$ cat src/hdl/sdf_pkg.sv
// Shared types and constants of the substring delete filter.
package sdf_pkg;

   // Pattern storage is fixed by the two 64-bit pattern registers.
   localparam int PAT_BYTES = 16;
   localparam int LEN_W     = 5;
   localparam int CSR_IDX_W = 2;
   localparam int CSR_W     = 64;

   // Register indexes of the write port.
   localparam logic [CSR_IDX_W-1:0] CSR_PAT_LEN  = 2'd0;
   localparam logic [CSR_IDX_W-1:0] CSR_PAT_LOW  = 2'd1;
   localparam logic [CSR_IDX_W-1:0] CSR_PAT_HIGH = 2'd2;

   // One queued request.
   typedef struct packed {
      logic [7:0] data;
      logic       last;
   } req_type;

   // Back end sequencer.
   typedef enum logic [1:0] {
      ST_TAKE  = 2'b01,
      ST_DRAIN = 2'b10
   } back_state_type;

endpackage

$ cat src/hdl/sdf_front.sv
// Front end: accepts requests and holds them in a two-entry queue.
module sdf_front (
   input  logic             clock,
   input  logic             reset,
   input  logic             req_valid,
   output logic             req_ready,
   input  logic [7:0]       req_in_byte,
   input  logic             req_in_last,
   output logic             item_valid,
   output sdf_pkg::req_type item,
   input  logic             item_ready
);

   sdf_pkg::req_type ent_ff [2];
   logic             wr_ptr_ff, wr_ptr_in;
   logic             rd_ptr_ff, rd_ptr_in;
   logic [1:0]       fill_ff, fill_in;
   logic             push, pop;

   assign req_ready  = (fill_ff != 2'd2);
   assign item_valid = (fill_ff != 2'd0);
   assign item       = ent_ff[rd_ptr_ff];
   assign push       = req_valid && req_ready;
   assign pop        = item_valid && item_ready;

   always_comb begin
      wr_ptr_in = push ? ~wr_ptr_ff : wr_ptr_ff;
      rd_ptr_in = pop ? ~rd_ptr_ff : rd_ptr_ff;
      fill_in   = fill_ff;
      if (push && !pop) begin
         fill_in = fill_ff + 2'd1;
      end else if (pop && !push) begin
         fill_in = fill_ff - 2'd1;
      end
   end

   always_ff @(posedge clock) begin
      if (reset) begin
         wr_ptr_ff <= 1'b0;
         rd_ptr_ff <= 1'b0;
         fill_ff   <= 2'd0;
      end else begin
         wr_ptr_ff <= wr_ptr_in;
         rd_ptr_ff <= rd_ptr_in;
         fill_ff   <= fill_in;
      end
   end

   always_ff @(posedge clock) begin
      if (push) begin
         ent_ff[wr_ptr_ff].data <= req_in_byte;
         ent_ff[wr_ptr_ff].last <= req_in_last;
      end
   end

`ifndef SYNTH
   a_fill_range: assert property (@(posedge clock) disable iff (reset)
      fill_ff != 2'd3) else $error("queue fill out of range");
   a_no_push_full: assert property (@(posedge clock) disable iff (reset)
      fill_ff == 2'd2 |-> !push) else $error("push into full queue");
   a_fill_track: assert property (@(posedge clock) disable iff (reset)
      push && !pop |=> fill_ff == $past(fill_ff) + 2'd1) else $error("fill lost a push");
`endif

endmodule

$ cat src/hdl/sdf_back.sv
// Back end: pending-byte window, pattern match and result register.
module sdf_back #(
   parameter int WIN_DEPTH = 16
) (
   input  logic                         clock,
   input  logic                         reset,
   input  logic                         item_valid,
   input  sdf_pkg::req_type             item,
   output logic                         item_ready,
   input  logic [sdf_pkg::LEN_W-1:0]    pat_len,
   input  logic [8*sdf_pkg::PAT_BYTES-1:0] pattern,
   output logic                         rsp_valid,
   input  logic                         rsp_ready,
   output logic [7:0]                   rsp_out_byte,
   output logic                         rsp_has_byte,
   output logic                         rsp_out_last
);

   localparam int CNT_W = $clog2(WIN_DEPTH + 1);
   localparam int IDX_W = (WIN_DEPTH > 1) ? $clog2(WIN_DEPTH) : 1;

   // Window is newest-aligned: entry 0 is the newest byte.
   logic [7:0]              win_ff [WIN_DEPTH];
   logic [7:0]              win_in [WIN_DEPTH];
   logic [CNT_W-1:0]        cnt_ff, cnt_in;
   logic [CNT_W-1:0]        rem_ff, rem_in;
   logic [IDX_W-1:0]        ptr_ff, ptr_in;
   logic                    last_ff, last_in;
   sdf_pkg::back_state_type state_ff, state_in;

   logic                    rsp_valid_ff, rsp_valid_in;
   logic [7:0]              rsp_byte_ff, rsp_byte_in;
   logic                    rsp_has_ff, rsp_has_in;
   logic                    rsp_last_ff, rsp_last_in;
   logic                    rsp_load;

   logic [7:0]              pat_b [sdf_pkg::PAT_BYTES];
   logic [7:0]              pat_al [WIN_DEPTH];
   logic [CNT_W-1:0]        eff_len;
   logic [CNT_W-1:0]        app_cnt;
   logic [CNT_W-1:0]        base_n, emit_n, kept;
   logic                    pat_hit, tail_full;
   logic [IDX_W-1:0]        rd_idx;
   logic [7:0]              rd_byte, oldest;
   logic                    out_free, take;

   assign out_free   = !rsp_valid_ff || rsp_ready;
   assign item_ready = (state_ff == sdf_pkg::ST_TAKE) && out_free;
   assign take       = item_valid && item_ready;

   // Effective length, clipped to window depth.
   always_comb begin
      if (pat_len > sdf_pkg::LEN_W'(WIN_DEPTH)) begin
         eff_len = CNT_W'(WIN_DEPTH);
      end else begin
         eff_len = CNT_W'(pat_len);
      end
   end

   // Pattern reversed so that it lines up with the newest-aligned window.
   always_comb begin
      for (int i = 0; i < sdf_pkg::PAT_BYTES; i++) begin
         pat_b[i] = pattern[8*i +: 8];
      end
      for (int j = 0; j < WIN_DEPTH; j++) begin
         pat_al[j] = pat_b[4'(int'(eff_len) - 1 - j)];
      end
   end

   // Window with the request byte appended.
   always_comb begin
      win_in[0] = item.data;
      for (int j = 1; j < WIN_DEPTH; j++) begin
         win_in[j] = win_ff[j-1];
      end
   end

   assign app_cnt = cnt_ff + CNT_W'(1);

   // Tail match: the newest eff_len bytes equal the pattern.
   always_comb begin
      pat_hit = 1'b1;
      for (int j = 0; j < WIN_DEPTH; j++) begin
         if (j < int'(eff_len) && win_in[j] != pat_al[j]) begin
            pat_hit = 1'b0;
         end
      end
      tail_full = (eff_len != '0) && (app_cnt >= eff_len);
      pat_hit   = pat_hit && tail_full;
   end

   // Number of bytes leaving the front of the window for this request.
   always_comb begin
      base_n = (app_cnt > eff_len) ? (app_cnt - eff_len) : '0;
      if (item.last) begin
         emit_n = pat_hit ? base_n : app_cnt;
      end else begin
         emit_n = base_n + CNT_W'(tail_full && !pat_hit);
      end
      kept = (item.last || pat_hit) ? '0 : (app_cnt - emit_n);
   end

   // Single variable read port on the window.
   assign rd_idx  = (state_ff == sdf_pkg::ST_DRAIN) ? ptr_ff : IDX_W'(cnt_ff - CNT_W'(1));
   assign rd_byte = win_ff[rd_idx];
   assign oldest  = (cnt_ff == '0) ? item.data : rd_byte;

   always_comb begin
      state_in     = state_ff;
      cnt_in       = cnt_ff;
      rem_in       = rem_ff;
      ptr_in       = ptr_ff;
      last_in      = last_ff;
      rsp_load     = 1'b0;
      rsp_byte_in  = rsp_byte_ff;
      rsp_has_in   = rsp_has_ff;
      rsp_last_in  = rsp_last_ff;
      rsp_valid_in = out_free ? 1'b0 : rsp_valid_ff;
      case (state_ff)
         sdf_pkg::ST_TAKE: begin
            if (take) begin
               cnt_in = kept;
               if (emit_n != '0) begin
                  rsp_load    = 1'b1;
                  rsp_byte_in = oldest;
                  rsp_has_in  = 1'b1;
                  rsp_last_in = item.last && (emit_n == CNT_W'(1));
               end else if (item.last) begin
                  rsp_load    = 1'b1;
                  rsp_byte_in = 8'd0;
                  rsp_has_in  = 1'b0;
                  rsp_last_in = 1'b1;
               end
               if (emit_n > CNT_W'(1)) begin
                  state_in = sdf_pkg::ST_DRAIN;
                  ptr_in   = IDX_W'(app_cnt - CNT_W'(2));
                  rem_in   = emit_n - CNT_W'(1);
                  last_in  = item.last;
               end
            end
         end
         sdf_pkg::ST_DRAIN: begin
            if (out_free) begin
               rsp_load    = 1'b1;
               rsp_byte_in = rd_byte;
               rsp_has_in  = 1'b1;
               rsp_last_in = last_ff && (rem_ff == CNT_W'(1));
               ptr_in      = ptr_ff - IDX_W'(1);
               rem_in      = rem_ff - CNT_W'(1);
               if (rem_ff == CNT_W'(1)) begin
                  state_in = sdf_pkg::ST_TAKE;
               end
            end
         end
         default: begin
            state_in = sdf_pkg::ST_TAKE;
         end
      endcase
      if (rsp_load) begin
         rsp_valid_in = 1'b1;
      end
   end

   always_ff @(posedge clock) begin
      if (reset) begin
         state_ff     <= sdf_pkg::ST_TAKE;
         cnt_ff       <= '0;
         rem_ff       <= '0;
         rsp_valid_ff <= 1'b0;
      end else begin
         state_ff     <= state_in;
         cnt_ff       <= cnt_in;
         rem_ff       <= rem_in;
         rsp_valid_ff <= rsp_valid_in;
      end
   end

   always_ff @(posedge clock) begin
      ptr_ff      <= ptr_in;
      last_ff     <= last_in;
      rsp_byte_ff <= rsp_byte_in;
      rsp_has_ff  <= rsp_has_in;
      rsp_last_ff <= rsp_last_in;
      if (take) begin
         win_ff <= win_in;
      end
   end

   assign rsp_valid    = rsp_valid_ff;
   assign rsp_out_byte = rsp_byte_ff;
   assign rsp_has_byte = rsp_has_ff;
   assign rsp_out_last = rsp_last_ff;

`ifndef SYNTH
   a_cnt_room: assert property (@(posedge clock) disable iff (reset)
      cnt_ff < CNT_W'(WIN_DEPTH)) else $error("window count reached depth at rest");
   a_drain_rem: assert property (@(posedge clock) disable iff (reset)
      state_ff == sdf_pkg::ST_DRAIN |-> rem_ff != '0) else $error("drain with nothing left");
   a_drain_end: assert property (@(posedge clock) disable iff (reset)
      state_ff == sdf_pkg::ST_DRAIN && out_free && rem_ff == CNT_W'(1)
      |=> rsp_last_ff == $past(last_ff) && rsp_valid_ff)
      else $error("drain end lost the last flag");
   a_cnt_hold: assert property (@(posedge clock) disable iff (reset)
      !take |=> $stable(cnt_ff)) else $error("window count moved without a request");
`endif

endmodule

$ cat src/hdl/substring_delete_filter.sv
// Top level of the substring delete filter.
//
// Deletes every non-overlapping occurrence of a pattern of up to 16 bytes from
// a byte stream, scanning left to right; an occurrence formed by joining the
// bytes around a deleted match is kept. Requests carry one byte and a last
// flag; each result carries a kept byte, a has_byte flag (zero for a bare end
// marker) and a last flag set on the final result of the string. A pattern
// length of zero passes every byte through. Rate: one request per cycle
// sustained, with the result path giving one result per cycle. A request
// that causes more than one result (end-of-string flush, or a shortened pattern
// length mid-string) holds the back end until all have left, since they all
// leave through the single result register fed by the window's one read port.
// A two-entry request queue lets the input keep flowing while a result waits
// on rsp_ready. Requests pass the queue register, then the result register.
// Pattern registers must be written through the csr_ port only while the block
// is idle; the block does not enforce it. A write to any other index is dropped.
module substring_delete_filter #(
   parameter int MAX_PATTERN = 16
) (
   input  logic                          clock,
   input  logic                          reset,
   // Request channel
   input  logic                          req_valid,
   output logic                          req_ready,
   input  logic [7:0]                    req_in_byte,
   input  logic                          req_in_last,
   // Result channel
   output logic                          rsp_valid,
   input  logic                          rsp_ready,
   output logic [7:0]                    rsp_out_byte,
   output logic                          rsp_has_byte,
   output logic                          rsp_out_last,
   // Register write port
   input  logic                          csr_we,
   input  logic [sdf_pkg::CSR_IDX_W-1:0] csr_index,
   input  logic [sdf_pkg::CSR_W-1:0]     csr_wdata
);

   // Window depth: the pattern can never be longer than the stored bytes.
   localparam int WIN_DEPTH = (MAX_PATTERN < sdf_pkg::PAT_BYTES) ?
                              MAX_PATTERN : sdf_pkg::PAT_BYTES;

   logic [sdf_pkg::LEN_W-1:0] pat_len_ff;
   logic [sdf_pkg::CSR_W-1:0] pat_low_ff;
   logic [sdf_pkg::CSR_W-1:0] pat_high_ff;

   logic                      item_valid;
   logic                      item_ready;
   sdf_pkg::req_type          item;

   // Configuration registers
   always_ff @(posedge clock) begin
      if (reset) begin
         pat_len_ff  <= '0;
         pat_low_ff  <= '0;
         pat_high_ff <= '0;
      end else if (csr_we) begin
         case (csr_index)
            sdf_pkg::CSR_PAT_LEN:  pat_len_ff  <= csr_wdata[sdf_pkg::LEN_W-1:0];
            sdf_pkg::CSR_PAT_LOW:  pat_low_ff  <= csr_wdata;
            sdf_pkg::CSR_PAT_HIGH: pat_high_ff <= csr_wdata;
            default: begin
            end
         endcase
      end
   end

   // Front: request queue
   sdf_front u_front (
      .clock      (clock),
      .reset      (reset),
      .req_valid  (req_valid),
      .req_ready  (req_ready),
      .req_in_byte(req_in_byte),
      .req_in_last(req_in_last),
      .item_valid (item_valid),
      .item       (item),
      .item_ready (item_ready)
   );

   // Back: window, match and result register
   sdf_back #(
      .WIN_DEPTH(WIN_DEPTH)
   ) u_back (
      .clock       (clock),
      .reset       (reset),
      .item_valid  (item_valid),
      .item        (item),
      .item_ready  (item_ready),
      .pat_len     (pat_len_ff),
      .pattern     ({pat_high_ff, pat_low_ff}),
      .rsp_valid   (rsp_valid),
      .rsp_ready   (rsp_ready),
      .rsp_out_byte(rsp_out_byte),
      .rsp_has_byte(rsp_has_byte),
      .rsp_out_last(rsp_out_last)
   );

endmodule
$ cat config.mk
export PLATFORM = sky130hd
export DESIGN_NAME = substring_delete_filter
export DESIGN_NICKNAME = d
export VERILOG_FILES = /design/src/hdl/sdf_pkg.sv /design/src/hdl/sdf_front.sv /design/src/hdl/sdf_back.sv /design/src/hdl/substring_delete_filter.sv
export SDC_FILE = /design/constraint.sdc
export NUM_CORES = 1
export LEC_CHECK = 0
export BUFFER_PORTS_ARGS = -buffer_cell sky130_fd_sc_hd__buf_2
export CAP_MARGIN = 20
export CELL_PAD_IN_SITES_DETAIL_PLACEMENT = 0
export CELL_PAD_IN_SITES_GLOBAL_PLACEMENT = 1
export CORE_MARGIN = 5
export CORE_UTILIZATION = 50
export CTS_CLUSTER_DIAMETER = 120
export DETAILED_ROUTE_END_ITERATION = 10
export HOLD_SLACK_MARGIN = 0.15
export PLACE_DENSITY_LB_ADDON = 0.1
export SLEW_MARGIN = 20
export SYNTH_ARGS = -nofsm -noshare
export SYNTH_HDL_FRONTEND = slang
export SYNTH_SLANG_ARGS = --single-unit
export TNS_END_PERCENT = 1
$ cat constraint.sdc
create_clock -name clock -period 9.2 [get_ports clock]
set_input_delay 0.92 -clock clock [delete_from_list [all_inputs] [get_ports clock]]
set_output_delay 0.92 -clock clock [all_outputs]
set_load 0.03 [all_outputs]
Word-level counts from Yosys, hierarchy flattened
Memory sizes are Yosys's and may differ from the RTL's. A register that Yosys moved wholly into a read port is not among the register bits.
Index checks and enable logic that the tools add are counted.

word-level totals
  register bits after elaboration = 293
  RAM bits = 18
  bits of input ports = 80
  output and inout port bits = 12
  memories kept = 1

cells by class
  $add $sub $neg = 27
  magnitude comparators = 37
  equal/unequal tests = 28
  mux-type cells = 115
  bitwise operators = 19
  reduce and logical (&&, ||, !) cells = 48

memory list
  name            depth  bits a word  rd ports  clocked after Yosys merged registers in  wr ports  line             text
  u_front.ent_ff  2      9            1         1                                        1         sdf_front.sv:14  sdf_pkg::req_type ent_ff [2];

operators with widths
  kind                                                                                  number
  8-bit binary-select mux with 4-bit select                                             17
  8-bit 2-to-1 mux                                                                      39
  8-bit inequality test                                                                 16
  4-bit by 5-bit greater-or-equal comparator with 1-bit output (second input constant)  16
  4-bit NOT                                                                             16
  4-bit by 5-bit < comparator with 1-bit output (first input constant)                  8
  5-bit 2-to-1 mux                                                                      8
  1-bit 2-to-1 mux                                                                      34
  4-bit subtractor (second input constant)                                              8
  1-bit logical AND                                                                     26
  3-bit by 5-bit < comparator with 1-bit output (first input constant)                  4
  4-bit 2-to-1 mux                                                                      4
  8-bit case mux with 2 select lines                                                    1
  4-bit by 1-bit subtractor with 4-bit output (second input constant)                   4
  4-bit by 3-bit subtractor with 4-bit output (second input constant)                   4
  2-bit 2-to-1 mux                                                                      6
  4-bit AND reduction                                                                   3
  4-bit by 2-bit subtractor with 4-bit output (second input constant)                   3
  5-bit by 1-bit equality test with 1-bit output (second input constant)                2
  1-bit by 5-bit < comparator with 1-bit output (first input constant)                  2
  2-bit by 5-bit < comparator with 1-bit output (first input constant)                  2
  5-bit case mux with 2 select lines                                                    1
  5-bit nonzero test                                                                    2
  5-bit by 1-bit subtractor with 5-bit output (second input constant)                   2
  27 further kinds                                                                      46

Logic depth before layout (Yosys ltp)
Gate-level depths: netlist (run 1).

  depth after elaboration = 35
  mapped depth = 39
  gate-level depth less buffers = 29

By module
From an unflattened synthesis (run 1), not the netlist that was laid out.

second synthesis, totals
  cell total of the unflattened synthesis = 2312
  area total of the unflattened synthesis = 24652.4 µm²

modules (own cells, without submodules)
  module                   instances  cells an instance  area each (µm²)  seq. area each (µm²)
  sdf_back                 1          1755               18287.5          4554.4
  substring_delete_filter  1          505                5495.3           2662.6
  sdf_front                1          52                 869.6            640.6

Least setup slack after synthesis (run 1)
Ideal clock, no wire load.

  path type = flip-flop to flip-flop
  start = register pat_len_ff[0] (netlist name)
  end = register u_back.cnt_ff[4]
  library setup time = 128 ps
  arrival time = 7540 ps
  slack = 1533 ps
  cell stages (with the launch flop) = 35
  clock period less this slack = 7667 ps
  cell sequence = dfxtp_1 > buf_4 > and2b_1 > buf_6 > inv_4 > buf_6 > buf_6 > buf_6 > buf_2 > buf_2 > ha_1 > buf_2 > clkinv_1 > buf_1 > clkbuf_1 > ha_1 > xnor2_1 > buf_2 > mux4_2 > xnor2_1 > nand4_1 > o22ai_1 > a21oi_1 > nor4_2 > nand2_1 > a311oi_1 > ha_1 > inv_1 > fa_1 > a21o_1 > a21oi_1 > xor2_1 > xnor2_1 > a22oi_1 > nor2_1

on the way
  cells in the longest elaborated chain, start to end = 32

RTL lines
  element                                                                                       line                            text
  start, declared                                                                               substring_delete_filter.sv:43   logic [sdf_pkg::LEN_W-1:0] pat_len_ff;
  start signal, assigned                                                                        substring_delete_filter.sv:59   sdf_pkg::CSR_PAT_LEN: pat_len_ff <= csr_wdata[sdf_pkg::LEN_W-1:0];
  5-bit greater-than comparator                                                                 sdf_back.sv:53                  if (pat_len > sdf_pkg::LEN_W'(WIN_DEPTH)) begin
  5-bit 2-to-1 mux (*)                                                                          sdf_back.sv:53
  4-bit by 1-bit subtractor with 4-bit output                                                   sdf_back.sv:66                  pat_al[j] = pat_b[4'(int'(eff_len) - 1 - j)];
  4-bit by 2-bit subtractor with 4-bit output or 4-bit NOT (tied branches)                      sdf_back.sv:66
  4-bit NOT (not written as such) or 8-bit binary-select mux with 4-bit select (tied branches)  sdf_back.sv:66
  8-bit binary-select mux with 4-bit select or 8-bit 2-to-1 mux (tied branches)                 sdf_back.sv:66
  8-bit 2-to-1 mux (not written as such)                                                        sdf_back.sv:66
  8-bit 2-to-1 mux (not written as such) or 8-bit inequality test (tied branches)               sdf_back.sv:66, sdf_back.sv:84
  (+2 left out)                                                                                 -
  1-bit 2-to-1 mux (15 in a row)                                                                sdf_back.sv:84                  if (j < int'(eff_len) && win_in[j] != pat_al[j]) begin
  1-bit logical AND                                                                             sdf_back.sv:89                  pat_hit = pat_hit && tail_full;
  1-bit zero test                                                                               sdf_back.sv:98                  emit_n = base_n + CNT_W'(tail_full && !pat_hit);
  1-bit logical AND                                                                             sdf_back.sv:98
  5-bit by 1-bit adder with 5-bit output                                                        sdf_back.sv:98
  5-bit 2-to-1 mux                                                                              sdf_back.sv:95                  if (item.last) begin
  5-bit subtractor                                                                              sdf_back.sv:100                 kept = (item.last || pat_hit) ? '0 : (app_cnt - emit_n);
  5-bit 2-to-1 mux (*)                                                                          sdf_back.sv:100
  end signal, assigned                                                                          sdf_back.sv:172                 cnt_ff <= cnt_in;
  end, declared                                                                                 sdf_back.sv:25                  logic [CNT_W-1:0] cnt_ff, cnt_in;

Every way passes the cells marked *; elsewhere a longest branch is shown, timed or not. The select of a mux whose other input is x is not followed.
A chain may end at the register's enable or synchronous reset.

Worst setup path after layout (run 1)
  start = register pat_len_ff[1] (netlist name)
  end = register u_back.cnt_ff[4]

Same word-level chain as after synthesis.

==> results of run 1 <==
-- Yosys cell counts (14+ instances only) --
| cell type | instances | area (sq um) |
|---|---|---|
| nor3b_1 | 28 | 210 |
| and3_1 | 14 | 87.6 |
| o2111ai_1 | 22 | 193 |
| nor2_1 | 80 | 300 |
| nand2b_1 | 21 | 131 |
| nand4_1 | 22 | 138 |
| nand2_1 | 360 | 1350 |
| o22ai_1 | 15 | 93.8 |
| buf_1 | 32 | 120 |
| edfxtp_1 | 161 | 4830 |
| a21oi_1 | 170 | 851 |
| o21ai_0 | 71 | 355 |
| mux4_2 | 125 | 2820 |
| buf_2 | 14 | 70.1 |
| mux2_2 | 35 | 394 |
| inv_1 | 37 | 139 |
| a22oi_1 | 35 | 263 |
| nor2b_1 | 16 | 100 |
| clkbuf_1 | 102 | 383 |
| xnor2_1 | 99 | 867 |
| nor3_1 | 17 | 85.1 |
| dfxtp_1 | 151 | 3020 |
| mux2i_1 | 230 | 2300 |
| xor2_1 | 59 | 517 |
| ha_1 | 36 | 450 |
-- flip-flops by register name, indices dropped and copies added (netlist names), 2 cells and up, named ones only --
register,count
u_back.ptr_ff,4
u_front.ent_ff,18
u_front.fill_ff,2
pat_high_ff,64
u_back.state_ff,2
u_back.rsp_out_byte,8
pat_low_ff,64
u_back.cnt_ff,5
pat_len_ff,5
u_back.rem_ff,5
u_back.win_ff,128
-- layout make-up --
cell class	instances	area, sq um
sequential	312	7860
clock inverter	14	169
clock buffer	48	976
multi-input combinational	1643	13100
inverter	47	181
timing repair buffer	133	773
fill	3884	19200
tap	585	732
-- worst paths after layout --
kind,from,endpoint,slack (ns),depth (start not counted)
setup / recovery,pat_len_ff[1],u_back.cnt_ff[4],1.07,23
hold / removal,u_back.state_ff[0],u_back.state_ff[0],0.49,2
setup reg to reg,pat_len_ff[1],u_back.cnt_ff[4],1.07,23
hold reg to reg,u_back.state_ff[0],u_back.state_ff[0],0.49,2
-- metrics by stage --
step | setup WS (ns) | power [mW] | hold WS (ns) | utilization, %
global placement | 1.17 | 4.91 | 0.478 | 52.6
floorplan | 1.53 | 4.07 | 0.454 | -
detailed placement | 0.970 | 4.95 | 0.484 | 52.6
finish | 1.07 | 6.38 | 0.493 | 55.3
CTS | 0.962 | 6.38 | 0.496 | 55.3
global route | 0.597 | 6.67 | 0.505 | 55.3
-- power by group --
part	leakage (nW)	internal, mW	switching, mW
Clock	0.549	0.833	0.586
Combinational	4.90	1.03	1.51
Sequential	2.73	1.99	0.423
-- layer usage --
layer | vias up | wire (microns)
li1 | 8070 | -
met1 | 9074 | 34400
met2 | 956 | 35300
met3 | 141 | 7600
met4 | 0 | 3110
met5 | - | 0
-- logic make-up (layout without fill, tap and decap cells) --
group | count (synthesis) | after routing
XOR/XNOR | 159 | 159
buffers and inverters | 204 | 242
AND/OR/NAND/NOR | 622 | 622
AO/OA/AOI/OAI | 434 | 434
multiplexers | 390 | 390
flip-flops | 312 | 312
adder cells (fa/ha/maj) | 38 | 38
-- worst min-delay path, stage by stage (launching register included) --
cell,delay (ns)
dfxtp_1,0.31
inv_1,0.07
o21ai_1,0.07
==> results by group, run 1 <==
Floorplanning
  – IO Pins: 92
  – Die width: 218 microns
  – Die Area: 47,700 sq um
  – # rows: 76
  – Die H: 218 microns
  – Initial core utilization: 50.5%
  – Core ar.: 43,000 sq um

Global route
  – Vias in the first global route: 16,784
  – Largest net degree at the start of global routing: 90
  – Met1 GRT Util: 49.0%
  – GRT met3 Usage: 5.57%
  – Met2 Resource Use GR: 49.7%
  – Antenna violations before repair: 0
  – Aggregate global-route resource usage: 33.1%
  – First-pass GRT wire length: 117,000 microns
  – Total gr overflow: 0
  – Grt peak-use layer: met2

Worst setup path
  – CP max stage delay: 0.84 ns
  – CP Max Fanout: 75
  – Slowest cell on the critical path: o32ai_1
  – Crit path cell chain: buf_4 > buf_4 > mux2i_1 > a22oi_1 > o221ai_1 > o32ai_1 > xnor2_1 > nand4_1 > or4_1 > o21ai_0 > nand4_1 > nor3_1 > nand2_1 > a311oi_1 > ha_1 > inv_1 > fa_1 > a21o_1 > a21oi_1 > xor2_1 > xnor2_1 > a22oi_1 > nor2_1
  – Worst path arrival time: 8.55 ns
  – Critical Path RT: 9.62 ns
  – Worst path buffer plus inverter count: 3
  – Crit Path Category: flop to flop
  – Crit end category: flop
  – Crit path max-delay family: compound AO/OA/AOI/OAI gates
  – Startpoint Class: flop

Layout
  – Design Area, Final: 23,800 sq um
  – N_diodes: 0
  – Fraction of layout cells with a size suffix above 1: 17.4%
  – Final cell count without fillers: 2,782
  – # nets final: 2,291
  – Most frequent cells in the layout: 360 x nand2_1, 229 x mux2i_1, 170 x a21oi_1
  – P&R area growth vs syn: 9.51%
  – Commonest non-fill, non-tap cell in the layout: nand2_1

Clock tree
  – Cts bufs inserted: 36
  – Root Driver: clkbuf_16
  – CTS tree: built
  – Clock sink total: 312
  – Post-CTS sizing: 0
  – Worst-Skew Late Latency: 0.55 ns
  – H-tree levels: 2
  – Setup bufs post-CTS: 0
  – Clk buf depth: 3
  – Clock input transition at the sequential cells of the worst setup and hold paths: 0.06 ns
  – Post-CTS Hold Buffers: 0

Logic synthesis
  – Async S/R FF share, synth: 0%
  – Register bit total from synthesis: 312
  – Yosys cell types: 81
  – Synthesized instance count: 2,159
  – Main combinational cell family by area after synthesis: multiplexers
  – Simple-Gate Fraction of Synth Area: 13.1%
  – Syn_area_per_cell: 10.1 sq um
  – Complex-gate fraction of the synthesized area: 12.7%
  – Syn. warnings: 0
  – XOR/XNOR share of the synthesized area: 6.45%
  – Proportion of synthesized area in mux cells: 25.4%
  – Synth Flop Type: edfxtp_1
  – Mapped Nets: 2,277
  – Cell Area, Synth: 21,700 sq um
  – Post-Synth Adder-Cell Area: 2.26%
  – Post-synthesis sequential area ratio: 36.2%
  – Number of synthesized flops with an enable pin: 161

Timing
  – Clock skew: 0.0246 ns
  – Setup Total Neg Slack: 0 ns
  – Minimum clock period: 8.13 ns
  – Final critical-path share of the clock period: 88.4%
  – Fmax: 0.123 GHz
  – Slew Limit Headroom: 31.5%
  – Final hold violations: 0
  – Final setup vio count: 0
  – Max Slew Vio Count: 0
  – Worst-Margin Slew: 1.03 ns
  – RSZ-0062 raised after global routing: no

Drt
  – Pre-Repair DR Iteration Count: 5
  – Wirelength, routed: 80,400 microns
  – DR iter-0 viols: 2,272
  – Via count: 18,241
  – Wire per inst: 28.9 microns
  – Post-route ant nets: 0
  – Remaining DRCs: 0
  – Vias per Instance: 6.56

Power
  – Static leakage power: 8.18 nW
  – Pwr per Cell Area: 268 nW/um^2
  – Maximum VDD drop: 0.167 mV

Run
  – MaxCap Viol Count: 0

Placed design
  – Detailed Place HPWL: 61,300 microns
  – Placer Congestion: 0.976
  – Number of I/O port buffers: 91
  – Placed cell area: 22,600 sq um
  – Dpl cells: 2,720

Hold path
  – Min-delay worst type: flop to flop

Outcome
  – Status: finished, final reports clean
Note: power is estimated with default switching activity, not from simulation.
==> run 2, diff against run 1 <==
SYNTH_HIERARCHICAL = 1   (was not set)
==> run 2 against run 1 <==
Total power is 10% higher. Critical path depth is 3 higher. Flip-flop and latch count stayed put. Sequential share of layout area is 3.4 points lower. Core utilization is 1.0 points lower. Synthesized cell count is 7.1% higher. Via count is 12% higher. Hold slack worse by 0.0029 ns. Cell area is 12% higher. Global-route usage is 1.9 points higher. Non-clock buffer count is 5 higher. Critical endpoint is now u_back/rsp_out_byte[7]. Largest cell class unchanged.
==> results by group, run 2 <==
Layout
  – Number of fill cells: 4,329
  – Commonest non-fill, non-tap cell in the layout: mux2i_1
  – Fraction of layout cells with a size suffix above 1: 18.8%
  – Most frequent cells in the layout: 350 x mux2i_1, 203 x nand2b_1, 161 x edfxtp_1
  – P&R area growth vs syn: 7.54%
  – Max reg flops: 128
  – Design Area, Final: 26,500 sq um
  – # nets final: 2,432
  – Largest Register: u_back/win_ff
  – Final cell count without fillers: 3,005
  – Biggest regs: u_back/win_ff x128, pat_high_ff x64, pat_low_ff x64

Logic synthesis
  – Cell with the most instances after synthesis: mux2i_1
  – Largest cells by area after synthesis: edfxtp_1 20%, mux2i_1 14%, mux4_2 13%, dfxtp_1 12%, nand2b_1 5.2%
  – Synthesized instance count: 2,312
  – Post-synth top area cell: edfxtp_1
  – Async S/R FF share, synth: 0%
  – Synth top cells by count: 351 x mux2i_1, 204 x nand2b_1, 161 x edfxtp_1
  – Yosys cell types: 107
  – Syn_area_per_cell: 10.7 sq um
  – Mapped Nets: 2,430
  – Top-area cell type share of the netlist area: 19.6%
  – Cell Area, Synth: 24,700 sq um
  – Post-synthesis sequential area ratio: 31.9%
  – Register bit total from synthesis: 312
  – Synth Flop Type: edfxtp_1
  – Number of synthesized flops with an enable pin: 161
  – Syn. warnings: 6

Drt
  – Vias per Instance: 6.78
  – Wirelength, routed: 96,800 microns
  – Wire per inst: 32.2 microns
  – DR iter-0 viols: 2,636
  – Via count: 20,374
  – Post-route ant nets: 0
  – Remaining DRCs: 0
  – Pre-Repair DR Iteration Count: 5

Placed design
  – Number of I/O port buffers: 91
  – Detailed Place HPWL: 74,200 microns
  – Placed cell area: 25,400 sq um
  – Dpl cells: 2,939
  – Placer Congestion: 1.04

Timing
  – Setup Total Neg Slack: 0 ns
  – Final hold violations: 0
  – Minimum clock period: 8.04 ns
  – Final critical-path share of the clock period: 87.3%
  – Clock skew: 0.0179 ns
  – Worst-Margin Slew: 1.11 ns
  – Max Slew Vio Count: 0
  – Final setup vio count: 0
  – RSZ-0062 raised after global routing: no
  – Final hold slack: 0.490 ns
  – Slew Limit Headroom: 25.8%
  – Fmax: 0.124 GHz

Worst setup path
  – Crit end category: flop
  – Crit Path Category: flop to flop
  – Critical Path RT: 9.37 ns
  – Startpoint Class: flop
  – CP max stage delay: 0.71 ns
  – Slowest cell on the critical path: a221oi_2
  – CP Max Fanout: 23
  – Crit path max-delay family: compound AO/OA/AOI/OAI gates
  – Worst path arrival time: 8.20 ns
  – Worst path buffer plus inverter count: 3
  – Most used cell, CP: ha_1

Clock tree
  – Cts bufs inserted: 36
  – Post-CTS Hold Buffers: 0
  – Clock sink total: 312
  – Worst-Skew Late Latency: 0.55 ns
  – H-tree levels: 2
  – Clock input transition at the sequential cells of the worst setup and hold paths: 0.07 ns
  – Clk buf depth: 3
  – CTS tree: built
  – Post-CTS sizing: 0
  – Setup bufs post-CTS: 0
  – Root Driver: clkbuf_16

Global route
  – Largest net degree at the start of global routing: 116
  – Aggregate global-route resource usage: 35.1%
  – First-pass GRT wire length: 138,000 microns
  – Vias in the first global route: 19,014
  – Total gr overflow: 0
  – Antenna violations before repair: 1

Power
  – Maximum VDD drop: 0.161 mV
  – Switching pwr: 2.97 mW
  – Sw frac: 42.3%
  – Clock network power share: 19.6%
  – Pwr per Cell Area: 265 nW/um^2
  – Static leakage power: 9.57 nW
  – Seq pwr share: 38.0%
  – Internal Power: 4.05 mW
  – Combinational share of power: 42.4%
  – Tot Pwr: 7.03 mW

Run
  – MaxCap Viol Count: 0

Floorplanning
  – Die width: 232 microns
  – Die H: 232 microns
  – Die Area: 53,800 sq um
  – # rows: 81
  – IO Pins: 92
  – Core ar.: 48,800 sq um
  – Initial core utilization: 50.5%

Hold path
  – Min-delay worst type: flop to flop

Outcome
  – Status: finished, final reports clean
-- run 2: changes by cell type in the layout (fill, tap and decap cells not counted), moves of 17 or more --
cell | before | now
a211oi_1 | 7 | 32
a21oi_1 | 170 | 77
mux2i_1 | 229 | 350
mux4_2 | 125 | 143
nand2_1 | 360 | 115
nand2b_1 | 21 | 203
nand3_1 | 13 | 50
nor2b_1 | 16 | 35
nor3b_1 | 26 | 9
o2111ai_1 | 22 | 4
o21ai_0 | 71 | 45
xor2_1 | 59 | 77
-- run 2: logic make-up after synthesis --
family,synth area share [%]
AND/OR/NAND/NOR,14.2
XOR/XNOR,6.28
AO/OA/AOI/OAI,11.2
buffers and inverters,4.83
multiplexers,29.6
flip-flops,31.9
adder cells (fa/ha/maj),1.99
-- run 2: worst paths after layout --
check / start / to / slack [ns] / cells past startpoint
setup / recovery: pat_len_ff[4] / u_back/rsp_out_byte[7] / 1.16 / 26
hold / removal: u_front/rd_ptr_ff / flop / 0.49 / 2
setup reg to reg: pat_len_ff[4] / u_back/rsp_out_byte[7] / 1.16 / 26
hold reg to reg: u_front/rd_ptr_ff / flop / 0.49 / 2
-- run 2: layout make-up --
| class | instances | area (sq um) | area share [%] |
|---|---|---|---|
| Antenna cell | 2 | 5.00 | 0.0189 |
| Clock inverter | 19 | 144 | 0.543 |
| Clock buffer | 44 | 972 | 3.67 |
| Timing Repair Buffer | 138 | 836 | 3.15 |
| Tap cell | 664 | 831 | 3.13 |
| Multi-Input combinational cell | 1773 | 15700 | 59.0 |
| Sequential cell | 312 | 7860 | 29.7 |
| Inverter | 53 | 210 | 0.793 |
-- run 2: stage by stage --
stage	worst slack, ns	utilization, %
after floorplan	1.27	-
final	1.16	54.3
after global placement	1.42	51.9
after detailed placement	1.25	51.9
after global routing	0.606	54.3
after CTS	1.25	54.2
-- run 2: worst register-to-register path: cells and delay by family, from the launching register on --
kind	cells	cell delay, ns
compound gates	8	2.71
simple gates	8	1.72
fa+ha+maj	5	1.40
buf+inv	3	0.84
flops	1	0.52
mux	1	0.34
xor+xnor	1	0.12
-- run 2: routing by layer --
| layer | share of wire, % | wire length, microns | up-vias | global-route usage (%) |
|---|---|---|---|---|
| met5 | 0 | 0 | - | 0 |
| met4 | 5.3 | 5110 | 0 | 14.9 |
| met3 | 9.5 | 9150 | 207 | 7.35 |
| met2 | 45 | 43200 | 1114 | 53.8 |
| met1 | 41 | 39300 | 10292 | 48.4 |
| li1 | - | - | 8761 | - |
-- run 2: power groups by stage --
| stage | clock network [mW] | logic [mW] | registers, mW |
|---|---|---|---|
| finish | 1.38 | 2.98 | 2.67 |
| global placement | 0 | 2.90 | 2.66 |
| global route | 1.46 | 3.18 | 2.68 |
| detailed placement | 0 | 2.94 | 2.66 |
| floorplan | 0 | 2.15 | 2.40 |
| CTS | 1.40 | 2.95 | 2.65 |
